File: config.mk
export PLATFORM = sky130hd
export DESIGN_NAME = dsp_debug_request_deframer_top
export DESIGN_NICKNAME = d
export VERILOG_FILES = /design/src/hw/rtl/ddrd_pkg.sv /design/src/hw/rtl/ddrd_in_reg.sv /design/src/hw/rtl/ddrd_parser.sv /design/src/hw/rtl/dsp_debug_request_deframer_top.sv
export SDC_FILE = /design/constraint.sdc
export NUM_CORES = 1
export LEC_CHECK = 0
export BUFFER_PORTS_ARGS = -buffer_cell sky130_fd_sc_hd__buf_2
export CORE_MARGIN = 5
export CORE_UTILIZATION = 48
export CTS_CLUSTER_SIZE = 40
export DETAILED_ROUTE_END_ITERATION = 6
export GPL_ROUTABILITY_DRIVEN = 0
export HOLD_SLACK_MARGIN = 0.03
export PLACE_DENSITY = 0.67
export SLEW_MARGIN = 40
export SYNTH_ARGS = -nofsm -noshare
export SYNTH_HDL_FRONTEND = slang
export SYNTH_SLANG_ARGS = --single-unit
File: constraint.sdc
create_clock -name clk -period 4.35 [get_ports clk]
set_input_delay 0.2175 -clock clk [delete_from_list [all_inputs] [get_ports clk]]
set_output_delay 0.2175 -clock clk [all_outputs]
set_load 0.01 [all_outputs]
File: src/hw/rtl/ddrd_pkg.sv
// ----------------------------------------------------------------------------
// ddrd_pkg: shared types and codes of the debug request deframer
// Beat structs of both channels, command bytes, result kinds and
// header positions.
// ----------------------------------------------------------------------------
`default_nettype none

package ddrd_pkg;

  // Command bytes that open a frame.
  localparam logic [7:0] CMD_READ  = 8'h0A;
  localparam logic [7:0] CMD_WRITE = 8'h09;

  // Result kinds.
  localparam logic [1:0] KIND_READ_REQ  = 2'd0;
  localparam logic [1:0] KIND_WRITE_DAT = 2'd1;
  localparam logic [1:0] KIND_ERROR     = 2'd2;

  // Frame command held while a frame is parsed.
  localparam logic [1:0] FRM_NONE  = 2'd0;
  localparam logic [1:0] FRM_READ  = 2'd1;
  localparam logic [1:0] FRM_WRITE = 2'd2;

  // Header positions.
  localparam logic [3:0] POS_CMD       = 4'd0;
  localparam logic [3:0] POS_RD_LEN_HI = 4'd4;
  localparam logic [3:0] POS_RD_LEN_LO = 4'd5;
  localparam logic [3:0] POS_RD_ADR_HI = 4'd6;
  localparam logic [3:0] POS_RD_ADR_LO = 4'd7;
  localparam logic [3:0] POS_WR_LEN_HI = 4'd6;
  localparam logic [3:0] POS_WR_LEN_LO = 4'd7;
  localparam logic [3:0] POS_WR_ADR_HI = 4'd8;
  localparam logic [3:0] POS_WR_ADR_LO = 4'd9;
  localparam logic [3:0] POS_PAYLOAD   = 4'd10;
  localparam logic [3:0] RD_HDR_LEN    = 4'd8;

  // One input beat.
  typedef struct packed {
    logic [7:0] stream_byte;
    logic       new_connection;
  } in_beat_t;

  // One result beat.
  typedef struct packed {
    logic [1:0]  request_kind;
    logic [15:0] target_address;
    logic [15:0] read_length;
    logic [7:0]  write_data;
    logic        last_of_write;
  } out_beat_t;

  // Input register contents handed to the parser.
  typedef struct packed {
    logic     valid;
    in_beat_t beat;
  } stage_t;

endpackage

`default_nettype wire

File: src/hw/rtl/ddrd_in_reg.sv
// ----------------------------------------------------------------------------
// ddrd_in_reg: input register of the debug request deframer
// Captures one input beat and holds it until the parser takes it.
// ----------------------------------------------------------------------------
`default_nettype none

module ddrd_in_reg
  import ddrd_pkg::*;
(
  input  wire logic     clk,
  input  wire logic     rst_n,
  input  wire logic     in_valid,
  output logic          in_stall,
  input  wire in_beat_t in_beat,
  input  wire logic     advance,
  output stage_t        stage
);

  logic     valid_r;
  in_beat_t beat_r;

  // A held beat blocks the input until the parser moves it on.
  assign in_stall = valid_r && !advance;

  // Load a new beat whenever the register is free or being drained.
  always_ff @(posedge clk) begin
    if (!rst_n) begin
      valid_r <= 1'b0;
    end else if (!in_stall) begin
      valid_r <= in_valid;
    end
  end

  always_ff @(posedge clk) begin
    if (!in_stall && in_valid) begin
      beat_r <= in_beat;
    end
  end

  assign stage.valid = valid_r;
  assign stage.beat  = beat_r;

endmodule

`default_nettype wire

File: src/hw/rtl/ddrd_parser.sv
// ----------------------------------------------------------------------------
// ddrd_parser: frame parser and result register
// Walks the read and write frame headers one byte at a time and loads
// read requests, write records and error results into the result register.
// ----------------------------------------------------------------------------
`default_nettype none

module ddrd_parser
  import ddrd_pkg::*;
(
  input  wire logic   clk,
  input  wire logic   rst_n,
  input  wire stage_t stage,
  input  wire logic   out_stall,
  output logic        advance,
  output logic        out_valid,
  output out_beat_t   out_beat
);

  logic [3:0]  pos_r, pos_nxt;
  logic [1:0]  cmd_r, cmd_nxt;
  logic [15:0] len_r, len_nxt;
  logic [15:0] addr_r, addr_nxt;
  logic [15:0] rem_r, rem_nxt;
  logic        halt_r, halt_nxt;
  logic        out_valid_r;
  out_beat_t   out_beat_r;
  logic        emit;
  out_beat_t   res;
  logic [7:0]  b;
  logic [15:0] offset;
  logic        take;

  // The result register frees up when it is empty or its beat is taken.
  assign advance = !out_valid_r || !out_stall;
  assign take    = stage.valid && advance;
  assign b       = stage.beat.stream_byte;
  assign offset  = len_r - rem_r;

  // Next parser state and result for the held byte.
  always_comb begin
    pos_nxt  = pos_r;
    cmd_nxt  = cmd_r;
    len_nxt  = len_r;
    addr_nxt = addr_r;
    rem_nxt  = rem_r;
    halt_nxt = halt_r;
    emit     = 1'b0;
    res      = '0;

    // A new connection restarts the parser ahead of this byte.
    if (stage.beat.new_connection) begin
      pos_nxt  = POS_CMD;
      cmd_nxt  = FRM_NONE;
      halt_nxt = 1'b0;
    end

    if (!halt_nxt) begin
      if (pos_nxt == POS_CMD) begin
        if (b == CMD_READ) begin
          cmd_nxt = FRM_READ;
          pos_nxt = 4'd1;
        end else if (b == CMD_WRITE) begin
          cmd_nxt = FRM_WRITE;
          pos_nxt = 4'd1;
        end else begin
          halt_nxt = 1'b1;
          cmd_nxt  = FRM_NONE;
          emit     = 1'b1;
          res.request_kind = KIND_ERROR;
        end
      end else if (cmd_nxt == FRM_READ && pos_nxt < RD_HDR_LEN) begin
        // Read header: length then address, both big-endian.
        case (pos_nxt)
          POS_RD_LEN_HI: len_nxt[15:8]  = b;
          POS_RD_LEN_LO: len_nxt[7:0]   = b;
          POS_RD_ADR_HI: addr_nxt[15:8] = b;
          POS_RD_ADR_LO: addr_nxt[7:0]  = b;
          default: ;
        endcase
        if (pos_nxt == POS_RD_ADR_LO) begin
          pos_nxt = POS_CMD;
          cmd_nxt = FRM_NONE;
          emit    = 1'b1;
          res.request_kind   = KIND_READ_REQ;
          res.target_address = {addr_r[15:8], b};
          res.read_length    = len_r;
        end else begin
          pos_nxt = pos_nxt + 4'd1;
        end
      end else if (cmd_nxt == FRM_WRITE && pos_nxt < POS_PAYLOAD) begin
        // Write header: length then address, both big-endian.
        case (pos_nxt)
          POS_WR_LEN_HI: len_nxt[15:8]  = b;
          POS_WR_LEN_LO: len_nxt[7:0]   = b;
          POS_WR_ADR_HI: addr_nxt[15:8] = b;
          POS_WR_ADR_LO: addr_nxt[7:0]  = b;
          default: ;
        endcase
        if (pos_nxt == POS_WR_ADR_LO) begin
          rem_nxt = len_r;
          if (len_r == 16'd0) begin
            pos_nxt = POS_CMD;
            cmd_nxt = FRM_NONE;
          end else begin
            pos_nxt = POS_PAYLOAD;
          end
        end else begin
          pos_nxt = pos_nxt + 4'd1;
        end
      end else if (cmd_nxt == FRM_WRITE && pos_nxt == POS_PAYLOAD && rem_r != 16'd0) begin
        // Payload byte: one write record each.
        rem_nxt = rem_r - 16'd1;
        if (rem_r == 16'd1) begin
          pos_nxt = POS_CMD;
          cmd_nxt = FRM_NONE;
        end
        emit = 1'b1;
        res.request_kind   = KIND_WRITE_DAT;
        res.target_address = addr_r + offset;
        res.write_data     = b;
        res.last_of_write  = (rem_r == 16'd1);
      end else begin
        // A position that does not fit the command drops the byte.
        pos_nxt = POS_CMD;
        cmd_nxt = FRM_NONE;
      end
    end
  end

  // Parser state and result register.
  always_ff @(posedge clk) begin
    if (!rst_n) begin
      pos_r       <= POS_CMD;
      cmd_r       <= FRM_NONE;
      len_r       <= '0;
      addr_r      <= '0;
      rem_r       <= '0;
      halt_r      <= 1'b0;
      out_valid_r <= 1'b0;
    end else if (advance) begin
      out_valid_r <= take && emit;
      if (take) begin
        pos_r  <= pos_nxt;
        cmd_r  <= cmd_nxt;
        len_r  <= len_nxt;
        addr_r <= addr_nxt;
        rem_r  <= rem_nxt;
        halt_r <= halt_nxt;
      end
    end
  end

  always_ff @(posedge clk) begin
    if (take && emit) begin
      out_beat_r <= res;
    end
  end

  assign out_valid = out_valid_r;
  assign out_beat  = out_beat_r;

`ifndef SYNTH
  // An error result leaves the parser halted.
  a_err_halts: assert property (@(posedge clk) disable iff (!rst_n)
    (take && emit && res.request_kind == KIND_ERROR) |=> halt_r)
    else $error("error result did not halt the parser");

  // A halted parser waits at the command position.
  a_halt_idle: assert property (@(posedge clk) disable iff (!rst_n)
    halt_r |-> (pos_r == POS_CMD && cmd_r == FRM_NONE))
    else $error("halted parser is not idle");

  // The payload phase belongs to a write with bytes still due.
  a_payload: assert property (@(posedge clk) disable iff (!rst_n)
    (pos_r == POS_PAYLOAD) |-> (cmd_r == FRM_WRITE && rem_r != 16'd0))
    else $error("payload phase outside a write frame");

  // Only write records carry the last flag.
  a_last_kind: assert property (@(posedge clk) disable iff (!rst_n)
    (out_valid_r && out_beat_r.last_of_write) |->
      (out_beat_r.request_kind == KIND_WRITE_DAT))
    else $error("last flag on a non-write result");
`endif

endmodule

`default_nettype wire

File: src/hw/rtl/dsp_debug_request_deframer_top.sv
// ----------------------------------------------------------------------------
// dsp_debug_request_deframer_top: DSP debug link request deframer
// Parses the request byte stream into read requests, write records and
// error results.
// ----------------------------------------------------------------------------
// The block takes one request byte per clock while in_stall is low and gives
// at most one result per byte; each byte passes through the input register,
// then the frame parser, and its result through the result register. A read
// frame yields one read request when its last header byte arrives, each write
// payload byte yields one write record, and an unknown command yields one
// error result, after which bytes are dropped until a beat with
// new_connection set. Stall on a full result register holds the input
// register. If the input register already holds a beat, the input is
// stalled in that same cycle; if it is empty, it takes one more beat first.
`default_nettype none

module dsp_debug_request_deframer_top
  import ddrd_pkg::*;
(
  input  wire logic     clk,
  input  wire logic     rst_n,
  input  wire logic     in_valid,
  output logic          in_stall,
  input  wire in_beat_t in_beat,
  output logic          out_valid,
  input  wire logic     out_stall,
  output out_beat_t     out_beat
);

  stage_t stage;
  logic   advance;

  // Input register.
  ddrd_in_reg u_in_reg (
    .clk      (clk),
    .rst_n    (rst_n),
    .in_valid (in_valid),
    .in_stall (in_stall),
    .in_beat  (in_beat),
    .advance  (advance),
    .stage    (stage)
  );

  // Frame parser and result register.
  ddrd_parser u_parser (
    .clk       (clk),
    .rst_n     (rst_n),
    .stage     (stage),
    .out_stall (out_stall),
    .advance   (advance),
    .out_valid (out_valid),
    .out_beat  (out_beat)
  );

endmodule

`default_nettype wire
==> results of run 1 <==
-- placed cells by master (no fill, tap or decap), drive strengths merged, types with 2 or more instances in the layout --
| master | n |
|---|---|
| a32o | 2 |
| xnor2 | 7 |
| and2 | 10 |
| o22ai | 4 |
| or3 | 4 |
| o211ai | 2 |
| nor2b | 7 |
| a22o | 3 |
| nand3 | 26 |
| o21ai | 53 |
| o21a | 4 |
| edfxtp | 52 |
| nand3b | 3 |
| nand2 | 63 |
| o31ai | 6 |
| a21o | 5 |
| inv | 73 |
| xor2 | 9 |
| nor2 | 60 |
| clkbuf | 10 |
| buf | 61 |
| or2 | 4 |
| nor4b | 3 |
| and3 | 6 |
| dfxtp | 57 |
| clkinv | 4 |
| ha | 23 |
| nand2b | 6 |
| dlygate4sd3 | 2 |
| a21oi | 43 |
| a31oi | 12 |
| or4b | 3 |
| or4 | 2 |
| fa | 15 |
| nor4 | 8 |
| nor3 | 26 |
| mux2i | 24 |
| nand4 | 3 |
-- worst min path at each step --
stage	depth (start not counted)	slack (ns)	end
4_1_cts	1	0.03	u_in_reg.stage[3]
6_report	1	0.05	u_in_reg.stage[3]
2_1_floorplan	0	0.32	u_in_reg.stage[0]
5_1_grt	1	0.03	u_in_reg.stage[3]
3_5_place_dp	1	0.40	u_in_reg.stage[4]
3_3_place_gp	1	0.40	u_in_reg.stage[7]
-- what timing repair did --
action                                 in CTS  in global routing
hold buffers                                2                  0
endpoints found under the hold margin       2                  0
gates resized for setup                     0                  0
-- routing by layer --
metal | GRT usage [%] | up-vias | wire length, microns
met5 | 0 | - | 0
met4 | 7.82 | 0 | 390
met3 | 4.63 | 36 | 1110
met2 | 33.3 | 208 | 7220
met1 | 27.5 | 2399 | 6750
li1 | - | 2426 | -
-- cell families after synthesis --
group / count (synthesis) / synth area share [%]
simple gates: 239 / 20.3
xor+xnor: 16 / 2.25
compound gates: 145 / 14.1
mux: 24 / 3.86
fa+ha+maj: 38 / 9.45
buf+inv: 101 / 6.58
flops: 109 / 43.4
-- power breakdown --
part | internal, mW | switching [mW] | leakage [nW] | total [mW]
clock | 0.389 | 0.374 | 0.137 | 0.763
sequential | 1.10 | 0.0272 | 0.938 | 1.13
combinational | 0.0352 | 0.0700 | 1.66 | 0.105
total | 1.53 | 0.471 | 2.74 | 2.00
-- registers in the layout (all words and copies together), names as in the netlist --
signal / cells
u_in_reg.valid_r: 1
u_parser.cmd_r: 2
u_parser.pos_r: 4
u_parser.addr_r: 16
u_parser.halt_r: 1
u_parser.out_valid: 1
u_in_reg.stage: 9
u_parser.len_r: 16
u_parser.out_beat: 43
u_parser.rem_r: 16
-- cells in the mapped netlist (2+ instances only) --
| library cell | number | area (sq um) |
|---|---|---|
| inv_1 | 70 | 263 |
| xnor2_1 | 7 | 61.3 |
| a32o_1 | 2 | 20.0 |
| buf_2 | 6 | 30.0 |
| edfxtp_1 | 52 | 1560 |
| nand3b_1 | 3 | 22.5 |
| nor2b_1 | 7 | 43.8 |
| a21oi_1 | 42 | 210 |
| nor2_1 | 58 | 218 |
| ha_1 | 23 | 288 |
| buf_4 | 6 | 45.0 |
| nor4_1 | 7 | 43.8 |
| xor2_1 | 9 | 78.8 |
| or2_2 | 4 | 25.0 |
| and3_1 | 5 | 31.3 |
| nand4_1 | 3 | 18.8 |
| mux2i_1 | 24 | 240 |
| and2_1 | 10 | 62.6 |
| o21ai_0 | 47 | 235 |
| o31ai_1 | 6 | 45.0 |
| o211ai_1 | 2 | 15.0 |
| a21o_1 | 4 | 30.0 |
| nand3_1 | 25 | 125 |
| dfxtp_1 | 57 | 1140 |
| nor3_1 | 24 | 120 |
| o22ai_1 | 4 | 25.0 |
| o21ai_1 | 5 | 25.0 |
| or3_1 | 4 | 25.0 |
| a31oi_1 | 12 | 75.1 |
| clkbuf_1 | 16 | 60.1 |
| a22o_1 | 3 | 26.3 |
| fa_1 | 15 | 300 |
| nand2_2 | 2 | 12.5 |
| or4b_2 | 2 | 20.0 |
| o21a_1 | 3 | 22.5 |
| nand2_1 | 60 | 225 |
| buf_1 | 2 | 7.51 |
| nand2b_1 | 6 | 37.5 |
-- cell type report --
type / count / share of cell area (%)
multi-input cells: 462 / 45.2
flip-flops and latches: 109 / 39.1
repair buffers: 63 / 4.85
inverters: 71 / 3.89
clock buffers: 10 / 3.31
well taps: 172 / 3.12
clock inverters: 6 / 0.543
-- critical path, stage by stage, from the launching register on --
cell,delay [ns]
dfxtp_1,0.40
inv_1,0.09
fa_1,0.56
inv_1,0.07
ha_1,0.29
a21oi_1,0.18
o211ai_1,0.24
a221o_1,0.36
a31o_2,0.25
a311oi_2,0.28
xnor2_1,0.17
o21ai_2,0.06
-- per-stage QoR --
| step | cells | hold WS (ns) | utilization, % |
|---|---|---|---|
| 3_5_place_dp | 875 | 0.399 | 52.2 |
| 6_report | 893 | 0.0452 | 54.5 |
| 2_1_floorplan | 672 | 0.316 | - |
| 4_1_cts | 893 | 0.0328 | 54.4 |
| 5_1_grt | 893 | 0.0307 | 54.5 |
| 3_3_place_gp | 875 | 0.396 | 52.2 |
==> flow_summary.html, run 1 <==
<table>
<tr><th>Metric</th><th>Value</th></tr>
<tr><th colspan="2">Pwr</th></tr>
<tr><td>Peak supply drop</td><td>207 uV</td></tr>
<tr><td>Total power</td><td>2.00 mW</td></tr>
<tr><td>Power density of the placed cells</td><td>around 290 nW/um^2</td></tr>
<tr><td>Leakage dissipation</td><td>2.74 nW</td></tr>
<tr><th colspan="2">Job</th></tr>
<tr><td>Max-cap violations</td><td>0</td></tr>
<tr><th colspan="2">Setup path</th></tr>
<tr><td>Endpoint of the worst register-to-register path</td><td>u_parser.out_beat[40]</td></tr>
<tr><td>Required time of the worst setup path</td><td>approximately 4.4 ns</td></tr>
<tr><td>Critical path peak fanout</td><td>4</td></tr>
<tr><td>Category of the worst setup path launch point</td><td>flip-flop</td></tr>
<tr><td>Launch point of the critical path</td><td>u_parser.len_r[1]</td></tr>
<tr><td>Critical path class</td><td>flip-flop to flip-flop</td></tr>
<tr><td>Worst Setup End Kind</td><td>flip-flop</td></tr>
<tr><td>Setup slack, reg-to-reg</td><td>1.14 ns</td></tr>
<tr><td>Worst setup path endpoint</td><td>u_parser.out_beat[40]</td></tr>
<tr><td>Arrival time reported for the critical path endpoint</td><td>3.29 ns</td></tr>
<tr><td>Depth of the worst register-to-register path</td><td>11</td></tr>
<tr><td>Reg-to-reg critical path startpoint</td><td>u_parser.len_r[1]</td></tr>
<tr><th colspan="2">Place</th></tr>
<tr><td>Post-Place Cell Area</td><td>6610 sq um</td></tr>
<tr><td>Buffers on Ports</td><td>57</td></tr>
<tr><td>Half-perimeter wire length after detailed placement</td><td>11.2 mm</td></tr>
<tr><td>Place WS</td><td>1.23 ns</td></tr>
<tr><th colspan="2">Die</th></tr>
<tr><td>Count of boundary I/O pins</td><td>58</td></tr>
<tr><td>DIE WIDTH</td><td>124 microns</td></tr>
<tr><td>Placement row count</td><td>41</td></tr>
<tr><td>Area enclosed by the die boundary</td><td>15,300 sq um</td></tr>
<tr><td>Core footprint</td><td>12,700 sq um</td></tr>
<tr><td>Starting utilization of the core area</td><td>49.1%</td></tr>
<tr><td>Die height</td><td>between 100 and 150 microns</td></tr>
<tr><th colspan="2">Timing</th></tr>
<tr><td>Final Worst Setup Slack</td><td>between 1 and 1.5 ns</td></tr>
<tr><td>Setup Skew</td><td>0.00834 ns</td></tr>
<tr><td>Fin. max-slew vios</td><td>0</td></tr>
<tr><td>Worst slew slack as a fraction of its limit</td><td>43.2%</td></tr>
<tr><td>Total Negative Setup Slacks</td><td>0 ns</td></tr>
<tr><td>Worst-margin pin slew</td><td>0.853 ns</td></tr>
<tr><td>Count of final setup violators</td><td>0</td></tr>
<tr><td>Post-route minimum period</td><td>3.21 ns</td></tr>
<tr><td>Number of failing hold endpoints at the final stage</td><td>0</td></tr>
<tr><td>Max frequency</td><td>312 MHz</td></tr>
<tr><td>Ratio of final minimum period to clock period</td><td>73.7%</td></tr>
<tr><td>RSZ-0062 raised after global routing</td><td>false</td></tr>
<tr><th colspan="2">Synthesis</th></tr>
<tr><td>Avg Cell Area, Syn</td><td>a little over 9 sq um</td></tr>
<tr><td>Top_reg_cell synth</td><td>dfxtp_1</td></tr>
<tr><td>Synth Cell Area</td><td>6220 sq um</td></tr>
<tr><td>Share of synthesized area occupied by flip-flops and latches</td><td>between 40% and 50%</td></tr>
<tr><td>Number of flip-flops and latches in the synthesized netlist</td><td>109</td></tr>
<tr><td>Share of synthesized registers carrying an async set or reset</td><td>0%</td></tr>
<tr><td>Ys Warns</td><td>0</td></tr>
<tr><td>Count of cell types in the netlist</td><td>between 70 and 80</td></tr>
<tr><td>Synth Net Count</td><td>723</td></tr>
<tr><td>Number of cells produced by synthesis</td><td>approximately 670</td></tr>
<tr><td>Number of enable flip-flop cells after synthesis</td><td>52</td></tr>
<tr><th colspan="2">Drt</th></tr>
<tr><td>DRC violation total after the first TritonRoute iteration</td><td>544</td></tr>
<tr><td>Antenna-violating nets left</td><td>0</td></tr>
<tr><td>First-pass detailed-route iteration total</td><td>5</td></tr>
<tr><td>Residual DRC</td><td>0</td></tr>
<tr><td>Via-to-Cell Ratio</td><td>5.68</td></tr>
<tr><td>Drt total wl</td><td>15.5 mm</td></tr>
<tr><td>Total via count after detailed routing</td><td>around 5,100</td></tr>
<tr><td>Routed len/inst</td><td>~17 microns</td></tr>
<tr><th colspan="2">Global route</th></tr>
<tr><td>Total Routing Usage GR</td><td>20.8%</td></tr>
<tr><td>Global route total overflow</td><td>0</td></tr>
<tr><td>Antenna violations before repair</td><td>0</td></tr>
<tr><td>Global-route wire length before repair</td><td>24.4 mm</td></tr>
<tr><td>Pin count of the biggest net entering global routing</td><td>48</td></tr>
<tr><td>Vias in the first global route</td><td>4,765</td></tr>
<tr><th colspan="2">Layout</th></tr>
<tr><td>Layout cells sized above 1</td><td>14.8%</td></tr>
<tr><td>Footprint of the multi-input gates</td><td>3120 sq um</td></tr>
<tr><td>Area growth from synthesis to layout</td><td>11.0%</td></tr>
<tr><td>Number of antenna cells inserted</td><td>0</td></tr>
<tr><td>Number of nets in the layout</td><td>767</td></tr>
<tr><td>Final cell area excluding filler cells</td><td>6910 sq um</td></tr>
<tr><td>Fill count</td><td>1,143</td></tr>
<tr><td>Combined flip-flop and latch cell area</td><td>about 2700 sq um</td></tr>
<tr><th colspan="2">Clock tree</th></tr>
<tr><td>Clock-pin slew reported for the worst setup and hold paths after clock tree synthesis</td><td>0.07 ns</td></tr>
<tr><td>Worst-skew pair later-pin latency</td><td>around 0.35 ns</td></tr>
<tr><td>Depth of the CTS H-tree</td><td>3</td></tr>
<tr><td>Post-CTS Setup Repair Bufs</td><td>0</td></tr>
<tr><td>Number of buffers created by CTS</td><td>9</td></tr>
<tr><td>CTS max path bufs</td><td>2</td></tr>
<tr><td>Cell chosen for the clock root</td><td>clkbuf_16</td></tr>
<tr><td>Clock tree from TritonCTS</td><td>yes</td></tr>
<tr><td>Clock net sink count</td><td>109</td></tr>
<tr><th colspan="2">Status</th></tr>
<tr><td>Status</td><td>completed</td></tr>
<tr><th colspan="2">Min path</th></tr>
<tr><td>Worst min-delay path class</td><td>input port to flip-flop</td></tr>
<tr><td>Worst Hold Launch</td><td>in_beat[3]</td></tr>
</table>
Note: power is estimated with default switching activity, not from simulation.
==> run 2: changes to the inputs <==
--- a/config.mk
+++ b/config.mk
@@ -12,7 +12,7 @@
 export DETAILED_ROUTE_END_ITERATION = 6
 export GPL_ROUTABILITY_DRIVEN = 0
 export HOLD_SLACK_MARGIN = 0.03
-export PLACE_DENSITY = 0.67
+export PLACE_DENSITY = 0.69
 export SLEW_MARGIN = 40
 export SYNTH_ARGS = -nofsm -noshare
 export SYNTH_HDL_FRONTEND = slang
==> constraint.sdc (replaced) <==
create_clock -name clk -period 2.9 [get_ports clk]
set_input_delay 0.145 -clock clk [delete_from_list [all_inputs] [get_ports clk]]
set_output_delay 0.145 -clock clk [all_outputs]
set_load 0.01 [all_outputs]
==> flow_summary.html, run 2 (synthesized netlist as in run 1, its figures left out) <==
<table>
<tr><th>Metric</th><th>Value</th></tr>
<tr><th colspan="2">Clock tree</th></tr>
<tr><td>Cell chosen for the clock root</td><td>clkbuf_16</td></tr>
<tr><td>Worst-skew pair later-pin latency</td><td>0.35 ns (about the same)</td></tr>
<tr><td>Number of buffers created by CTS</td><td>9 (unchanged)</td></tr>
<tr><td>Clock-pin slew reported for the worst setup and hold paths after clock tree synthesis</td><td>0.08 ns (about the same)</td></tr>
<tr><td>Depth of the CTS H-tree</td><td>3 (unchanged)</td></tr>
<tr><td>Clock tree from TritonCTS</td><td>yes</td></tr>
<tr><td>CTS max path bufs</td><td>2 (unchanged)</td></tr>
<tr><td>Clock net sink count</td><td>109 (unchanged)</td></tr>
<tr><th colspan="2">Setup path</th></tr>
<tr><td>Most repeated library cell on the critical path</td><td>inv_1</td></tr>
<tr><td>Crit path cell chain</td><td>inv_1 &gt; fa_1 &gt; inv_1 &gt; ha_4 &gt; and3_4 &gt; and4_1 &gt; a221o_1 &gt; a31o_4 &gt; a311oi_2 &gt; xnor2_1 &gt; o21ai_2</td></tr>
<tr><td>Total buffers and inverters traversed by the critical path</td><td>2 (unchanged)</td></tr>
<tr><td>Critical path peak fanout</td><td>4 (unchanged)</td></tr>
<tr><td>Depth of the worst register-to-register path</td><td>11 (unchanged)</td></tr>
<tr><td>Endpoint of the worst register-to-register path</td><td>u_parser.out_beat[40]</td></tr>
<tr><td>Cell type of the slowest stage on the worst timing path</td><td>fa_1</td></tr>
<tr><td>Biggest cell delay along the critical path</td><td>0.48 ns (-0.08 ns)</td></tr>
<tr><td>Setup slack, reg-to-reg</td><td>0.02 ns (-1.12 ns)</td></tr>
<tr><td>Category of the worst setup path launch point</td><td>flip-flop</td></tr>
<tr><td>Worst Setup End Kind</td><td>flip-flop</td></tr>
<tr><td>Critical path class</td><td>flip-flop to flip-flop</td></tr>
<tr><td>Reg-to-reg critical path startpoint</td><td>u_parser.len_r[7]</td></tr>
<tr><td>Required time of the worst setup path</td><td>3.01 ns (-1.42 ns)</td></tr>
<tr><td>Family of cells with the greatest summed delay on the critical path</td><td>compound AO/OA/AOI/OAI gates</td></tr>
<tr><td>Arrival time reported for the critical path endpoint</td><td>2.98 ns (-0.31 ns)</td></tr>
<tr><th colspan="2">Pwr</th></tr>
<tr><td>Power density of the placed cells</td><td>415 nW/um^2 (+44%)</td></tr>
<tr><td>Total power</td><td>3.15 mW (+58%)</td></tr>
<tr><td>Leakage dissipation</td><td>3.07 nW (+12%)</td></tr>
<tr><td>Peak supply drop</td><td>260 uV (+26%)</td></tr>
<tr><th colspan="2">Layout</th></tr>
<tr><td>Most frequent cells in the layout</td><td>inv_1 (67), nand2_1 (60), nor2_1 (58)</td></tr>
<tr><td>Layout cells sized above 1</td><td>23.5% (+8.7 points)</td></tr>
<tr><td>Largest register FFs</td><td>43 (unchanged)</td></tr>
<tr><td>Combined flip-flop and latch cell area</td><td>2710 sq um (+0.32%)</td></tr>
<tr><td>Area growth from synthesis to layout</td><td>22.0%</td></tr>
<tr><td>Fill count</td><td>1,033 (-9.6%)</td></tr>
<tr><td>Number of antenna cells inserted</td><td>0 (unchanged)</td></tr>
<tr><td>Leading cell type in the layout, fill and taps excluded</td><td>inv_1</td></tr>
<tr><td>Number of nets in the layout</td><td>828 (+8.0%)</td></tr>
<tr><td>Post-route non-filler standard cell count</td><td>954 (+6.8%)</td></tr>
<tr><td>Footprint of the multi-input gates</td><td>3260 sq um (+4.5%)</td></tr>
<tr><th colspan="2">Min path</th></tr>
<tr><td>Hold-critical path depth</td><td>3 (+2)</td></tr>
<tr><td>Worst Hold Launch</td><td>out_stall</td></tr>
<tr><td>WHS Endpoint</td><td>u_parser.out_valid</td></tr>
<tr><td>Worst min-delay path class</td><td>input port to flip-flop</td></tr>
<tr><th colspan="2">Timing</th></tr>
<tr><td>Max frequency</td><td>347 MHz (+11%)</td></tr>
<tr><td>Post-route minimum period</td><td>2.88 ns (-0.328 ns)</td></tr>
<tr><td>Number of failing hold endpoints at the final stage</td><td>0 (unchanged)</td></tr>
<tr><td>Setup Skew</td><td>0.00941 ns (+0.00107 ns)</td></tr>
<tr><td>Count of final setup violators</td><td>0 (unchanged)</td></tr>
<tr><td>Worst-margin pin slew</td><td>0.739 ns (-0.113 ns)</td></tr>
<tr><td>Worst slew slack as a fraction of its limit</td><td>50.7% (+7.5 points)</td></tr>
<tr><td>RSZ-0062 raised after global routing</td><td>true</td></tr>
<tr><td>Ratio of final minimum period to clock period</td><td>99.2% (+26 points)</td></tr>
<tr><td>Fin. max-slew vios</td><td>0 (unchanged)</td></tr>
<tr><th colspan="2">Drt</th></tr>
<tr><td>Residual DRC</td><td>0 (unchanged)</td></tr>
<tr><td>First-pass detailed-route iteration total</td><td>5 (unchanged)</td></tr>
<tr><td>DRC violation total after the first TritonRoute iteration</td><td>676 (+24%)</td></tr>
<tr><td>Drt total wl</td><td>16.5 mm (+6.5%)</td></tr>
<tr><td>Total via count after detailed routing</td><td>5,304 (+4.6%)</td></tr>
<tr><td>Antenna-violating nets left</td><td>0 (unchanged)</td></tr>
<tr><td>Via-to-Cell Ratio</td><td>5.56 (-2.1%)</td></tr>
<tr><td>Routed len/inst</td><td>17.3 microns (-0.33%)</td></tr>
<tr><th colspan="2">Global route</th></tr>
<tr><td>Pin count of the biggest net entering global routing</td><td>44 (-8.3%)</td></tr>
<tr><td>Antenna violations before repair</td><td>0 (unchanged)</td></tr>
<tr><td>Global-route wire length before repair</td><td>26.0 mm (+6.5%)</td></tr>
<tr><td>Vias in the first global route</td><td>5,104 (+7.1%)</td></tr>
<tr><td>Total Routing Usage GR</td><td>21.9% (+1.1 points)</td></tr>
<tr><td>Global route total overflow</td><td>0 (unchanged)</td></tr>
<tr><th colspan="2">Die</th></tr>
<tr><td>Starting utilization of the core area</td><td>49.1% (unchanged)</td></tr>
<tr><td>Count of boundary I/O pins</td><td>58 (unchanged)</td></tr>
<tr><td>Die height</td><td>124 microns (unchanged)</td></tr>
<tr><td>Core footprint</td><td>12,700 sq um (unchanged)</td></tr>
<tr><td>Area enclosed by the die boundary</td><td>15,300 sq um (unchanged)</td></tr>
<tr><td>DIE WIDTH</td><td>124 microns (unchanged)</td></tr>
<tr><td>Placement row count</td><td>41 (unchanged)</td></tr>
<tr><th colspan="2">Status</th></tr>
<tr><td>Status</td><td>completed</td></tr>
<tr><th colspan="2">Place</th></tr>
<tr><td>Half-perimeter wire length after detailed placement</td><td>12.1 mm (+7.9%)</td></tr>
<tr><td>Buffers on Ports</td><td>57 (unchanged)</td></tr>
<tr><td>Cell count after placement</td><td>927 (+5.9%)</td></tr>
<tr><th colspan="2">Job</th></tr>
<tr><td>Max-cap violations</td><td>0 (unchanged)</td></tr>
</table>
-- run 2: area by class of cell --
cell class | count | share of cell area [%]
Clock buffer | 10 | 3.02
Sequential cell | 109 | 35.7
Clock inverter | 6 | 1.01
Tap cell | 172 | 2.84
Multi-Input combinational cell | 462 | 43.0
Timing Repair Buffer | 124 | 10.9
Inverter | 71 | 3.56
-- run 2: report_power, final --
part	switching [mW]	internal, mW
Combinational	0.125	0.0738
Sequential	0.0264	1.65
Clock	0.589	0.688
-- run 2: worst register-to-register path, cell delays in order (launching register included) --
cell,delay [ns]
dfxtp_1,0.35
inv_1,0.08
fa_1,0.48
inv_1,0.06
ha_4,0.24
and3_4,0.19
and4_1,0.20
a221o_1,0.30
a31o_4,0.23
a311oi_2,0.26
xnor2_1,0.17
o21ai_2,0.06
-- run 2: how the worst max path moves through the flow --
stage | cells past startpoint | start | to | slack, ns
detailed placement | 11 | u_parser.addr_r[1] | u_parser.out_beat[39] | -0.18
CTS | 11 | u_parser.addr_r[1] | u_parser.out_beat[39] | 0.0004
floorplan | 11 | u_parser.len_r[6] | u_parser.out_beat[40] | 0.02
global placement | 11 | u_parser.addr_r[1] | u_parser.out_beat[40] | 0.004
global route | 11 | u_parser.len_r[1] | u_parser.out_beat[40] | -0.05
finish | 11 | u_parser.len_r[7] | u_parser.out_beat[40] | 0.02
-- run 2: timing repair --
action | CTS | global route
pin swaps | 4 | 12
buffers inserted | 1 | 0
setup endpoints to repair | 4 | 6
hold buffers | 10 | 0
endpoints found under the hold margin | 10 | 0
resized for setup | 4 | 27
-- run 2: layer usage --
| layer | part of all wire (%) | up-vias | global-route usage [%] |
|---|---|---|---|
| li1 | - | 2555 | - |
| met1 | 42 | 2517 | 28.9 |
| met2 | 48 | 197 | 36.4 |
| met3 | 6.3 | 35 | 2.18 |
| met4 | 3.3 | 0 | 9.76 |
| met5 | 0 | - | 0 |
-- run 2: through the flow --
step           area [sq um]  setup TNS (ns)  hold slack [ns]  setup WS [ns]  util [%]
2_1_floorplan          6250               0            0.244         0.0185         -
3_3_place_gp           7040               0            0.323        0.00416      55.6
3_5_place_dp           7040          -0.428            0.323         -0.182      55.6
4_1_cts                7470               0           0.0825       0.000440      58.9
5_1_grt                7590          -0.129            0.106        -0.0475      59.9
6_report               7590               0           0.0938         0.0222      59.9
